==> config.mk <==
export PLATFORM = sky130hd
export DESIGN_NAME = sceu_queue
export DESIGN_NICKNAME = d
export VERILOG_FILES = /design/src/rtl/sceu_pkg.sv /design/src/rtl/sceu_queue.sv
export SDC_FILE = /design/constraint.sdc
export NUM_CORES = 1
export LEC_CHECK = 0
export BUFFER_PORTS_ARGS = -buffer_cell sky130_fd_sc_hd__buf_4
export CAP_MARGIN = 0
export CORE_MARGIN = 2
export CORE_UTILIZATION = 47
export DETAILED_ROUTE_END_ITERATION = 8
export GPL_ROUTABILITY_DRIVEN = 0
export PLACE_DENSITY_LB_ADDON = 0.12
export SYNTH_ARGS = -nofsm -noshare
export SYNTH_HDL_FRONTEND = slang
export SYNTH_SLANG_ARGS = --single-unit
==> constraint.sdc <==
create_clock -name clk -period 3.1 [get_ports clk]
set_input_delay 0.93 -clock clk [delete_from_list [all_inputs] [get_ports clk]]
set_output_delay 0.93 -clock clk [all_outputs]
set_load 0.02 [all_outputs]
==> src/rtl/sceu_pkg.sv <==
// Shared types and constants for the scalar execute unit.
// Used by the channel interfaces and by every module of the block.
`default_nettype none

package sceu_pkg;

	localparam int unsigned MEM_WORDS = 65536;
	localparam int unsigned MEM_AW    = $clog2(MEM_WORDS);
	localparam int unsigned XLEN      = 64;
	localparam int unsigned HALF      = XLEN / 2;
	localparam int unsigned NREGS     = 16;
	localparam int unsigned RAW       = $clog2(NREGS);
	localparam int unsigned ACT_W     = 4;
	localparam int unsigned IMM_W     = 4;
	localparam int unsigned OFF_W     = 20;
	localparam int unsigned FL_W      = 13;
	localparam int unsigned RB_W      = 12;
	localparam int unsigned UNIT_SH   = 8;
	localparam int unsigned BOUND_W   = FL_W + UNIT_SH;
	localparam int unsigned PADDR_W   = BOUND_W + 1;
	localparam int unsigned CFG_DW    = 20;
	localparam int unsigned CFG_IW    = 2;
	localparam int unsigned QDEPTH    = 2;
	localparam int unsigned QAW       = (QDEPTH > 1) ? $clog2(QDEPTH) : 1;

	typedef enum logic [ACT_W-1:0] {
		ACT_JMPZ    = 4'd0,
		ACT_JMPP    = 4'd1,
		ACT_SETK    = 4'd2,
		ACT_LOADRR  = 4'd3,
		ACT_STORERR = 4'd4,
		ACT_ADDOC   = 4'd5,
		ACT_SUBIMM  = 4'd6,
		ACT_NEG     = 4'd7,
		ACT_ADDIMM  = 4'd8,
		ACT_MUL     = 4'd9,
		ACT_LOADK   = 4'd10
	} action_t;

	typedef enum logic [3:0] {
		OP_NOP,
		OP_JMPZ,
		OP_JMPP,
		OP_SETK,
		OP_LOADRR,
		OP_STORERR,
		OP_ADDOC,
		OP_SUBIMM,
		OP_NEG,
		OP_ADDIMM,
		OP_MUL,
		OP_LOADK
	} op_t;

	typedef logic [CFG_IW-1:0] cfg_idx_t;
	localparam cfg_idx_t CFG_FIELD_LENGTH     = 2'd0;
	localparam cfg_idx_t CFG_RELOCATION_BASE  = 2'd1;
	localparam cfg_idx_t CFG_EXCHANGE_ADDRESS = 2'd2;

	typedef struct packed {
		op_t              op;
		logic [RAW-1:0]   reg_i;
		logic [RAW-1:0]   reg_j;
		logic [RAW-1:0]   reg_k;
		logic [IMM_W-1:0] small_imm;
		logic [OFF_W-1:0] long_offset;
		logic             wr_en;
		logic [RAW-1:0]   wr_idx;
	} dec_t;

	typedef struct packed {
		logic [FL_W-1:0]  field_length;
		logic [RB_W-1:0]  relocation_base;
		logic [OFF_W-1:0] exchange_address;
	} cfg_t;

	typedef struct packed {
		logic fault;
	} stat_t;

	typedef enum logic [2:0] {
		BK_READ,
		BK_EXEC,
		BK_LOAD,
		BK_STORE,
		BK_MUL_X1,
		BK_MUL_X2,
		BK_MUL_FIN
	} bk_state_t;

endpackage

`default_nettype wire

==> src/rtl/sceu_queue.sv <==
// Short FIFO of decoded instructions between front and back end.
// Depends on sceu_pkg.
`default_nettype none

module sceu_queue (
	input  logic            clk,
	input  logic            arst_n,
	input  logic            push,
	input  sceu_pkg::dec_t  din,
	output logic            full,
	input  logic            pop,
	output logic            head_valid,
	output sceu_pkg::dec_t  head
);
	import sceu_pkg::*;

	dec_t           entry_q [QDEPTH];
	logic [QAW-1:0] wr_ptr_q;
	logic [QAW-1:0] rd_ptr_q;
	logic [QAW:0]   count_q;
	logic           do_push;
	logic           do_pop;

	assign full       = (count_q == (QAW+1)'(QDEPTH));
	assign head_valid = (count_q != '0);
	assign head       = entry_q[rd_ptr_q];
	assign do_push    = push && !full;
	assign do_pop     = pop && head_valid;

	always_ff @(posedge clk) begin
		if (do_push) begin
			entry_q[wr_ptr_q] <= din;
		end
	end

	always_ff @(posedge clk or negedge arst_n) begin
		if (!arst_n) begin
			wr_ptr_q <= '0;
			rd_ptr_q <= '0;
			count_q  <= '0;
		end else begin
			if (do_push) begin
				wr_ptr_q <= (wr_ptr_q == QAW'(QDEPTH-1)) ? '0 : wr_ptr_q + 1'b1;
			end
			if (do_pop) begin
				rd_ptr_q <= (rd_ptr_q == QAW'(QDEPTH-1)) ? '0 : rd_ptr_q + 1'b1;
			end
			if (do_push && !do_pop) begin
				count_q <= count_q + 1'b1;
			end else if (do_pop && !do_push) begin
				count_q <= count_q - 1'b1;
			end
		end
	end

endmodule

`default_nettype wire

==> impl_metrics.py <==
metrics = {
    "route": {
        "final_antenna_net_count": 0,
        "drc_errors": 0,
        "viasPerCell": 4.730,
        "first_iter_violations": 55,
        "first_pass_iters": 4,
        "vias": 1750,
        "wl_per_cell_um": 15.66,
        "routed_wl_mm": 5.795,
    },
    "sta": {
        "fin_worst_skew_ps": 6.405,
        "setup_viol": 0,
        "slew_viol_final": 0,
        "setup_tns_ps": 0,
        "fin_crit_sh": 0.8858,
        "min_period_ps": 2746,
        "fmax_ghz": 0.3642,
        "maxSlewHeadroom": 0.6079,
        "tightest_slew_ps": 588.1,
        "worst_slack_ps": 354.0,
        "rsz0062_at_grt": "false",
        "hold_viol": 0,
    },
    "clock_tree": {
        "cts_setup_buffers": 0,
        "hold_buffers": 0,
        "tritoncts": "built",
        "h-tree-depth": 3,
        "clock-sinks": 94,
        "cts_buffer_depth": 2,
        "cts_buffers": 9,
        "ctsResizeCount": 0,
        "path_clk_slew_ps": 80,
        "insertion_delay_ps": 350,
        "cts-root-buf": "clkbuf_8",
    },
    "run_status": {
        "outcome": "completed",
    },
    "place": {
        "place_area_sq_um": 4474,
        "place_ws_ps": 689.3,
        "dp_hpwl_mm": 3.932,
        "io_buffers": 95,
    },
    "power": {
        "p_leak_nw": 1.871,
        "ir_drop_mv": 0.6045,
        "p_per_area_nw_per_um2": 957.4,
        "p_total_mw": 4.479,
    },
    "logic_synthesis": {
        "synth_most_common_cell": "edfxtp_1",
        "synth_cell_type_count": 16,
        "syn_inst": 159,
        "ys_top_cells_by_area": "edfxtp_1 (74%), mux2_4 (16%), dfrtp_1 (2.7%)",
        "synthArstFlopShare": 0.04255,
        "ys.flop_type": "edfxtp_1",
        "synth_edf_count": 90,
        "yosys_warnings": 0,
        "syn_avg_cell_area_sq_um": 22.94,
        "syn_area_sq_um": 3647,
        "synth_top_area_frac": 0.7410,
        "syn_nets": 209,
        "ys_seq_area_frac": 0.7684,
        "yosys-top-cells-count": "edfxtp_1 (90), mux2_4 (39), mux2_2 (6), buf_12 (4), dfrtp_1 (4)",
        "yosysTopAreaCell": "edfxtp_1",
        "ys_ff_latch": 94,
    },
    "final_layout": {
        "syn_to_final_growth_pct": 28.27,
        "fin_nets": 314,
        "fin_area_sq_um": 4678,
        "fin_util": 0.6150,
        "antenna_cells": 0,
        "drive_above_1_share": 0.6007,
    },
    "worst_setup_path": {
        "path_max_fanout": 14,
        "endpoint_kind": "primary output",
        "worstPathArrival_ps": 1820,
        "required_ps": 2170,
        "criticalPathCategory": "reg2out",
        "critPathLaunchType": "register",
    },
    "floorplan": {
        "fp-row-count": 32,
        "dieWidth_um": 92.09,
        "die_area_sq_um": 8481,
        "initial_core_util": 0.4794,
        "core-area_sq_um": 7607,
        "die_h_um": 92.09,
        "io-pin-count": 96,
    },
    "global_routing": {
        "grt_max_degree": 36,
        "grt_pass1_wl_mm": 8.638,
        "antenna_found_initial": 0,
        "overflow": 0,
        "grt_util_all_layers": 0.1391,
        "grt_pass1_vias": 1768,
    },
    "hold_path": {
        "hold_path_class": "in2async",
    },
    "run": {
        "max_cap_viol_count": 0,
    },
}
cell families after synthesis:
logic type | Yosys count | synth area share
adders and majority gates | 1 | 0.003430
and+or+nand+nor | 7 | 0.009953
xor gates and xnor gates | 5 | 0.01201
DFF | 94 | 0.7684
muxes | 45 | 0.1791
buffers and inverters | 7 | 0.02710
worst paths after layout:
path,start,to,slack (ps),depth (start not counted)
worst max-delay path,rd_ptr_q$_DFFE_PN0P_,head[22],350,3
worst min-delay path,arst_n,count_q[1]$_DFFE_PN0P_,370,1
worst max register to register,count_q[0]$_DFFE_PN0P_,entry_q[1][22]$_DFFE_PP_,1360,3
worst min register to register,count_q[1]$_DFFE_PN0P_,count_q[1]$_DFFE_PN0P_,500,1
max in group asynchronous,arst_n,rd_ptr_q$_DFFE_PN0P_,2620,1
min in group clk,count_q[1]$_DFFE_PN0P_,count_q[1]$_DFFE_PN0P_,500,1
critical path, stage by stage, from the launching register on:
cell	delay, ps
dfrtp_2	650
buf_4	310
mux2_2	360
buf_4	160
layout by cell type (no fill, tap or decap), drive strengths merged, types with 2 or more instances in the layout:
cell | synthesis | routed
buf | 5 | 99
bufinv | 0 | 2
clkbuf | 0 | 11
dfrtp | 4 | 4
edfxtp | 90 | 90
inv | 2 | 2
mux2 | 45 | 45
nand2 | 2 | 2
nor2 | 2 | 2
xnor2 | 3 | 3
xor2 | 2 | 2
registers in the layout, indices dropped and copies added (netlist names):
signal,count
count_q,2
rd_ptr_q,1
wr_ptr_q,1
entry_q,90
routing by layer:
metal | GRT usage | wire length, um | vias to the layer above
li1 | - | - | 823
met1 | 0.1613 | 2394 | 862
met2 | 0.2353 | 2980 | 57
met3 | 0.04191 | 322 | 8
met4 | 0.06841 | 98 | 0
met5 | 0 | 0 | -
power breakdown:
part	leakage, nW	switching, mW	total (mW)	internal, mW
Combinational	0.890	0.868	1.77	0.903
Sequential	0.882	0.132	1.87	1.74
Clock	0.0994	0.388	0.838	0.449
Total	1.87	1.39	4.48	3.09
final cells by class:
class,count,area [sq um]
Clock buffer,11,131.4
Clock inverter,4,72.57
Fill cell,593,2929
Inverter,2,7.507
Multi-Input combinational cell,58,754.5
Sequential cell,94,2804
Tap cell,102,127.6
Timing Repair Buffer,99,780.7
metrics by stage:
step | hold slack [ps] | cells
floorplan | 456.4 | 159
global placement | 473.4 | 355
detailed placement | 482.4 | 355
CTS | 351.5 | 370
global route | 346.1 | 370
finish | 366.5 | 370
(Power assumes the default switching activity.)
