<file path="src/rtl/sceu_pkg.sv">
// Shared types and constants for the scalar execute unit.
// Used by the channel interfaces and by every module of the block.
`default_nettype none

package sceu_pkg;

	localparam int unsigned MEM_WORDS = 65536;
	localparam int unsigned MEM_AW    = $clog2(MEM_WORDS);
	localparam int unsigned XLEN      = 64;
	localparam int unsigned HALF      = XLEN / 2;
	localparam int unsigned NREGS     = 16;
	localparam int unsigned RAW       = $clog2(NREGS);
	localparam int unsigned ACT_W     = 4;
	localparam int unsigned IMM_W     = 4;
	localparam int unsigned OFF_W     = 20;
	localparam int unsigned FL_W      = 13;
	localparam int unsigned RB_W      = 12;
	localparam int unsigned UNIT_SH   = 8;
	localparam int unsigned BOUND_W   = FL_W + UNIT_SH;
	localparam int unsigned PADDR_W   = BOUND_W + 1;
	localparam int unsigned CFG_DW    = 20;
	localparam int unsigned CFG_IW    = 2;
	localparam int unsigned QDEPTH    = 2;
	localparam int unsigned QAW       = (QDEPTH > 1) ? $clog2(QDEPTH) : 1;

	typedef enum logic [ACT_W-1:0] {
		ACT_JMPZ    = 4'd0,
		ACT_JMPP    = 4'd1,
		ACT_SETK    = 4'd2,
		ACT_LOADRR  = 4'd3,
		ACT_STORERR = 4'd4,
		ACT_ADDOC   = 4'd5,
		ACT_SUBIMM  = 4'd6,
		ACT_NEG     = 4'd7,
		ACT_ADDIMM  = 4'd8,
		ACT_MUL     = 4'd9,
		ACT_LOADK   = 4'd10
	} action_t;

	typedef enum logic [3:0] {
		OP_NOP,
		OP_JMPZ,
		OP_JMPP,
		OP_SETK,
		OP_LOADRR,
		OP_STORERR,
		OP_ADDOC,
		OP_SUBIMM,
		OP_NEG,
		OP_ADDIMM,
		OP_MUL,
		OP_LOADK
	} op_t;

	typedef logic [CFG_IW-1:0] cfg_idx_t;
	localparam cfg_idx_t CFG_FIELD_LENGTH     = 2'd0;
	localparam cfg_idx_t CFG_RELOCATION_BASE  = 2'd1;
	localparam cfg_idx_t CFG_EXCHANGE_ADDRESS = 2'd2;

	typedef struct packed {
		op_t              op;
		logic [RAW-1:0]   reg_i;
		logic [RAW-1:0]   reg_j;
		logic [RAW-1:0]   reg_k;
		logic [IMM_W-1:0] small_imm;
		logic [OFF_W-1:0] long_offset;
		logic             wr_en;
		logic [RAW-1:0]   wr_idx;
	} dec_t;

	typedef struct packed {
		logic [FL_W-1:0]  field_length;
		logic [RB_W-1:0]  relocation_base;
		logic [OFF_W-1:0] exchange_address;
	} cfg_t;

	typedef struct packed {
		logic fault;
	} stat_t;

	typedef enum logic [2:0] {
		BK_READ,
		BK_EXEC,
		BK_LOAD,
		BK_STORE,
		BK_MUL_X1,
		BK_MUL_X2,
		BK_MUL_FIN
	} bk_state_t;

endpackage

`default_nettype wire

</file>
<file path="src/rtl/sceu_ifs.sv">
// Valid/ready channel interfaces for instructions and results.
// Depends on sceu_pkg for field widths.
`default_nettype none

interface sceu_instr_if;
	logic                         valid;
	logic                         ready;
	logic [sceu_pkg::ACT_W-1:0]   action;
	logic [sceu_pkg::RAW-1:0]     reg_i;
	logic [sceu_pkg::RAW-1:0]     reg_j;
	logic [sceu_pkg::RAW-1:0]     reg_k;
	logic [sceu_pkg::IMM_W-1:0]   small_imm;
	logic [sceu_pkg::OFF_W-1:0]   long_offset;

	modport source (output valid, action, reg_i, reg_j, reg_k, small_imm, long_offset,
		input ready);
	modport sink (input valid, action, reg_i, reg_j, reg_k, small_imm, long_offset,
		output ready);
endinterface


`default_nettype wire

</file>
<file path="src/rtl/sceu_front.sv">
// Front end: accepts instructions and decodes them into queue entries.
// Depends on sceu_pkg and sceu_instr_if.
`default_nettype none

module sceu_front (
	sceu_instr_if.sink      instr,
	input  logic            q_full,
	output logic            q_push,
	output sceu_pkg::dec_t  q_item
);
	import sceu_pkg::*;

	assign instr.ready = !q_full;
	assign q_push      = instr.valid && !q_full;

	always_comb begin
		q_item             = '0;
		q_item.reg_i       = instr.reg_i;
		q_item.reg_j       = instr.reg_j;
		q_item.reg_k       = instr.reg_k;
		q_item.small_imm   = instr.small_imm;
		q_item.long_offset = instr.long_offset;
		q_item.wr_idx      = instr.reg_j;
		q_item.wr_en       = 1'b0;
		case (action_t'(instr.action))
			ACT_JMPZ: begin
				q_item.op = OP_JMPZ;
			end
			ACT_JMPP: begin
				q_item.op = OP_JMPP;
			end
			ACT_SETK: begin
				q_item.op    = OP_SETK;
				q_item.wr_en = 1'b1;
			end
			ACT_LOADRR: begin
				q_item.op     = OP_LOADRR;
				q_item.wr_en  = 1'b1;
				q_item.wr_idx = instr.reg_i;
			end
			ACT_STORERR: begin
				q_item.op = OP_STORERR;
			end
			ACT_ADDOC: begin
				q_item.op     = OP_ADDOC;
				q_item.wr_en  = 1'b1;
				q_item.wr_idx = instr.reg_i;
			end
			ACT_SUBIMM: begin
				q_item.op    = OP_SUBIMM;
				q_item.wr_en = 1'b1;
			end
			ACT_NEG: begin
				q_item.op    = OP_NEG;
				q_item.wr_en = 1'b1;
			end
			ACT_ADDIMM: begin
				q_item.op    = OP_ADDIMM;
				q_item.wr_en = 1'b1;
			end
			ACT_MUL: begin
				q_item.op    = OP_MUL;
				q_item.wr_en = 1'b1;
			end
			ACT_LOADK: begin
				q_item.op    = OP_LOADK;
				q_item.wr_en = 1'b1;
			end
			default: begin
				q_item.op = OP_NOP;
			end
		endcase
	end

endmodule

`default_nettype wire

</file>
<file path="src/flat_wrapper.sv">
// flat-port wrapper written by rule: the top's interface ports become plain ports
module sceu_front_flat import sceu_pkg::*;
  (q_full, q_push, q_item, instr_valid, instr_action, instr_reg_i, instr_reg_j, instr_reg_k, instr_small_imm, instr_long_offset, instr_ready);
  sceu_instr_if instr_i ();
  input  logic q_full;
  output logic q_push;
  output sceu_pkg::dec_t q_item;
  input wire logic [$bits(instr_i.valid)-1:0] instr_valid;
  input wire logic [$bits(instr_i.action)-1:0] instr_action;
  input wire logic [$bits(instr_i.reg_i)-1:0] instr_reg_i;
  input wire logic [$bits(instr_i.reg_j)-1:0] instr_reg_j;
  input wire logic [$bits(instr_i.reg_k)-1:0] instr_reg_k;
  input wire logic [$bits(instr_i.small_imm)-1:0] instr_small_imm;
  input wire logic [$bits(instr_i.long_offset)-1:0] instr_long_offset;
  output wire logic [$bits(instr_i.ready)-1:0] instr_ready;
  assign instr_i.valid = instr_valid;
  assign instr_i.action = instr_action;
  assign instr_i.reg_i = instr_reg_i;
  assign instr_i.reg_j = instr_reg_j;
  assign instr_i.reg_k = instr_reg_k;
  assign instr_i.small_imm = instr_small_imm;
  assign instr_i.long_offset = instr_long_offset;
  assign instr_ready = instr_i.ready;
  sceu_front u_core (.instr(instr_i), .q_full(q_full), .q_push(q_push), .q_item(q_item));
endmodule
</file>
<file path="config.mk">
export PLATFORM = sky130hd
export DESIGN_NAME = sceu_front_flat
export DESIGN_NICKNAME = d
export VERILOG_FILES = /design/src/rtl/sceu_pkg.sv /design/src/rtl/sceu_ifs.sv /design/src/rtl/sceu_front.sv /design/src/flat_wrapper.sv
export SDC_FILE = /design/constraint.sdc
export NUM_CORES = 1
export LEC_CHECK = 0
export BUFFER_PORTS_ARGS = -buffer_cell sky130_fd_sc_hd__buf_2
export CORE_MARGIN = 1.5
export CORE_UTILIZATION = 25
export DETAILED_ROUTE_END_ITERATION = 10
export GPL_ROUTABILITY_DRIVEN = 0
export GPL_TIMING_DRIVEN = 0
export PLACE_DENSITY = 0.83
export RECOVER_POWER = 100
export REMOVE_ABC_BUFFERS = 1
export SYNTH_ARGS = -nofsm -noshare
export SYNTH_HDL_FRONTEND = slang
export SYNTH_SLANG_ARGS = --single-unit
</file>
<file path="constraint.sdc">
create_clock -name vclk -period 1.05
set_input_delay 0.105 -clock vclk [all_inputs]
set_output_delay 0.105 -clock vclk [all_outputs]
set_load 0.03 [all_outputs]
</file>
==> impl_metrics.py, run 1 <==
metrics = {
    "sta": {
        "drv_slew": 0,
        "period_needed_ns": 1.07,
        "hold_violations": 0,
        "slew_headroom": 0.757,
        "fmax_ghz": 0.934,
        "setup_tns_ns": -0.0687,
        "fin_crit_sh": 1.02,
        "fin_hold_ws_ns": 0.210,
        "worst_pin_slew_ns": 0.366,
        "setup-violations-final": 4,
        "rsz0062_at_grt": "yes",
        "setup_ws_ns": -0.0210,
    },
    "finish": {
        "fillers": 174,
        "seq_cell_count": 0,
        "syn2layout_area_growth_pct": -2.65,
        "seq_area_um2": 0,
        "final_util": 0.269,
        "antenna_cells": 0,
        "drive_gt1_frac": 0.519,
        "nNetsFinal": 98,
        "clkbuf_count": 0,
    },
    "placed_design": {
        "place_ws_ns": -0.170,
        "dp_hpwl_um": 1620,
        "io_buffers": 33,
    },
    "power_and_ir_drop": {
        "irDropWorstVdd_uv": 193,
        "p_total_uw": 276,
        "p_per_area_mw_per_mm2": 667,
        "leakagePower_uw": 0.000210,
    },
    "setup_path": {
        "crit_path_start_kind": "input pin",
        "arrival_ns": 0.97,
        "crit_type": "input pin to primary output",
        "required_ns": 0.94,
        "cp_slowest_cell": "mux2_4",
        "worst_path_largest_cell_delay_ns": 0.32,
        "path_max_fanout": 4,
        "crit_start": "instr_action[2]",
        "cp-end-kind": "primary output",
        "cp_cell_sequence": "buf_12, xor2_4, nand3b_4, mux2_4, buf_6",
    },
    "logic_synthesis": {
        "syn_area_per_cell_um2": 7.46,
        "synth_area_leaders": "buf_4 65%, mux2_1 11%, xor2_1 4.1%",
        "synth_top_cell_by_area": "buf_4",
        "yosysSeqAreaShare": 0,
        "yosysMostFrequentCell": "buf_4",
        "synthTopCellsByCount": "37 x buf_4, 4 x mux2_1, 3 x a21oi_1",
        "yosysWarnings": 0,
        "netlist_instances": 57,
        "synth_top_area_frac": 0.653,
        "synth_area_um2": 425,
        "synth_cell_types": 14,
    },
    "floorplanning": {
        "io_pins": 89,
        "start_util": 0.276,
        "core-area_mm2": 0.00154,
        "die_w_um": 44.3,
        "die_area_mm2": 0.00196,
        "rows": 14,
        "die_h_um": 44.3,
    },
    "grt": {
        "antenna_found_initial": 0,
        "grt_pass1_vias": 341,
        "grt_max_degree": 9,
        "grt_remaining_overflow": 0,
        "grt_usage": 0.179,
        "grt_pass1_wl_um": 2230,
    },
    "detailed_routing": {
        "wl_per_cell_um": 26.3,
        "viasPerCell": 4.99,
        "drc": 0,
        "firstDrtPassIters": 1,
        "via_count": 349,
        "wirelength_um": 1840,
        "drt_iter0_drc": 0,
        "ant_nets": 0,
    },
    "hold_path": {
        "holdPathStages": 0,
        "hp-class": "input pin to primary output",
        "holdPathEnd": "q_item[11]",
        "hold_path.startpoint": "instr_long_offset[6]",
    },
    "outcome": {
        "violations": "setup timing",
        "status": "complete, but fails checks",
    },
    "job": {
        "max_cap_violations": 0,
    },
}
repair_timing:
item	CTS	global route
hold buffers	0	0
setup endpoints to repair	4	4
setup buffers	1	0
pin swaps	2	1
gates resized for setup	21	0
area by class of cell:
cell class	instances	area (um2)	area share
inverters	1	3.75	0.00906
well taps	16	20.0	0.0483
multi-input cells	19	186	0.450
repair buffers	34	204	0.492
placed cells by master, fill, tap and decap left out, drive strengths merged:
cell    instances
buf            19
clkbuf         15
mux2            4
a21oi           3
nand2b          2
xor2            2
nand3b          2
nand2           1
o21ai           1
nor2            1
xnor2           1
a211oi          1
inv             1
nor2b           1
per-layer routing:
layer	wire, um	vias to the layer above	global-route usage
met4	0	0	0
met2	791	60	0.285
met5	0	-	0
met1	595	149	0.176
li1	-	140	-
met3	455	0	0.184
critical path, delay by kind of cell:
kind                   cells  cell delay (ns)
multiplexers               1             0.32
XOR/XNOR                   1             0.17
buffers and inverters      2             0.25
AND/OR/NAND/NOR            1             0.13
per-stage QoR:
step	instances	area, um2
floorplan	20	148
CTS	70	429
global placement	69	333
global route	70	414
finish	70	414
detailed placement	69	333
kinds of logic after synthesis:
group                     share of synthesized area
AOI/OAI and AO/OA                            0.0647
muxes                                         0.106
xor gates and xnor gates                     0.0618
buffers and inverters                         0.662
and+or+nand+nor                               0.106
how the worst max path moves through the flow:
stage | slack [ns] | end
3_5_place_dp | -0.17 | q_item[0]
6_report | -0.02 | q_item[0]
3_3_place_gp | -0.15 | q_item[0]
4_1_cts | -0.01 | q_item[0]
5_1_grt | -0.06 | q_item[0]
2_1_floorplan | 0.04 | q_item[44]
where the power goes:
part           internal (uW)  leakage [uW]  switching [uW]
Sequential                 0             0               0
Combinational            108      0.000210             168
Clock                      0             0               0
Total                    108      0.000210             168
(Power assumes the default switching activity.)
==> run 2, diff against run 1 <==
Settings changed: SETUP_SLACK_MARGIN from default to 0.5.
==> run 2 against run 1 <==
First-iteration DRC count is 1 higher. Cell count grew 1.4%. Hold slack is essentially flat. The flow still finishes with violations (setup timing). Cell area grew 11%. Non-clock buffer count rose by 1. Total power rose by 8.2%. Maximum frequency is 0.43% lower. Global-route usage up 0.59 points. Critical endpoint unchanged. Highest routed layer unchanged. Clock-buffer cell count unchanged.
==> impl_metrics.py, run 2 (synthesis results as in run 1) <==
metrics = {
    "floorplanning": {
        "start_util": 0.276,
        "core-area_mm2": 0.00154,
        "rows": 14,
        "die_h_um": 44.3,
        "die_w_um": 44.3,
        "die_area_mm2": 0.00196,
        "io_pins": 89,
    },
    "sta": {
        "period_needed_ns": 1.08,
        "fin_crit_sh": 1.02,
        "rsz0062_at_grt": "yes",
        "hold_violations": 0,
        "setup-violations-final": 4,
        "slew_headroom": 0.757,
        "fmax_ghz": 0.930,
        "worst_pin_slew_ns": 0.366,
        "setup_ws_ns": -0.0256,
        "drv_slew": 0,
    },
    "finish": {
        "final_cell_mix": "10 x clkbuf_1, 9 x buf_2, 6 x buf_6, 5 x buf_4, 4 x mux2_4",
        "mostFrequentLayoutCell": "clkbuf_1",
        "nNetsFinal": 99,
        "syn2layout_area_growth_pct": 8.24,
        "seq_area_um2": 0,
        "drive_gt1_frac": 0.582,
        "fillers": 169,
        "seq_cell_count": 0,
        "antenna_cells": 0,
        "final_util": 0.299,
        "clkbuf_count": 0,
    },
    "placed_design": {
        "dp_hpwl_um": 1620,
        "io_buffers": 33,
    },
    "setup_path": {
        "cp_top_family": "multiplexers",
        "crit_start": "instr_action[2]",
        "crit_type": "input pin to primary output",
        "path_max_fanout": 4,
        "arrival_ns": 0.97,
        "worst_path_largest_cell_delay_ns": 0.32,
        "cp_cell_sequence": "buf_12, xor2_4, nand3b_4, mux2_4, buf_6",
        "required_ns": 0.94,
        "cp.depth": 5,
        "cp_num_buf_inv": 2,
        "cp-end-kind": "primary output",
        "cp_slowest_cell": "mux2_4",
        "crit_path_start_kind": "input pin",
    },
    "grt": {
        "grt_pass1_vias": 358,
        "antenna_found_initial": 0,
        "grt_max_degree": 9,
        "grt_usage": 0.185,
        "grt_remaining_overflow": 0,
        "grt_pass1_wl_um": 2320,
    },
    "cts": {
        "cts_hold_buf": 0,
    },
    "detailed_routing": {
        "drt_iter0_drc": 1,
        "ant_nets": 0,
        "wirelength_um": 1870,
        "via_count": 354,
        "firstDrtPassIters": 2,
        "drc": 0,
        "viasPerCell": 4.99,
        "wl_per_cell_um": 26.4,
    },
    "power_and_ir_drop": {
        "irDropWorstVdd_uv": 222,
        "leakagePower_uw": 0.000233,
        "p_total_uw": 299,
        "p_per_area_mw_per_mm2": 649,
    },
    "hold_path": {
        "hold_path.startpoint": "instr_long_offset[6]",
        "hp-class": "input pin to primary output",
        "holdPathStages": 0,
    },
    "outcome": {
        "violations": "setup timing",
        "status": "complete, but fails checks",
    },
    "job": {
        "max_cap_violations": 0,
    },
}
## run 2: repair_timing
action	CTS	global route
endpoints found under the setup margin	10	10
hold endpoints to repair	0	0
pin swaps	3	0
gates resized for setup	34	1
setup buffers	2	0
## run 2: where the power goes
group | switching (uW) | internal, uW | total [uW] | leakage (uW)
registers | 0 | 0 | 0 | 0
clock network | 0 | 0 | 0 | 0
logic | 171 | 128 | 299 | 0.000233
total | 171 | 128 | 299 | 0.000233
## run 2: worst paths after layout
path | end
worst min-delay path | q_item[11]
worst max-delay path | q_item[0]
## run 2: area by class of cell
type / instances / area, um2 / share of cell area
Timing Repair Buffer: 35 / 248 / 0.538
Multi-Input combinational cell: 19 / 189 / 0.410
Tap cell: 16 / 20.0 / 0.0435
Inverter: 1 / 3.75 / 0.00815
## run 2: stage by stage
step	setup slack [ns]	cells	cell area [um2]	hold slack, ns	setup TNS [ns]
after global placement	-0.148	69	333	0.210	-0.566
after detailed placement	-0.170	69	333	0.210	-0.650
after CTS	-0.0143	71	477	0.210	-0.0521
after global routing	-0.0564	71	460	0.210	-0.221
final	-0.0256	71	460	0.210	-0.0870
after floorplan	0.0396	20	148	0.210	0
## run 2: metal layers
| layer | GRT usage | vias to the layer above | part of all wire |
|---|---|---|---|
| li1 | - | 141 | - |
| met1 | 0.178 | 155 | 0.32 |
| met2 | 0.300 | 58 | 0.44 |
| met3 | 0.188 | 0 | 0.24 |
| met4 | 0 | 0 | 0 |
| met5 | 0 | - | 0 |
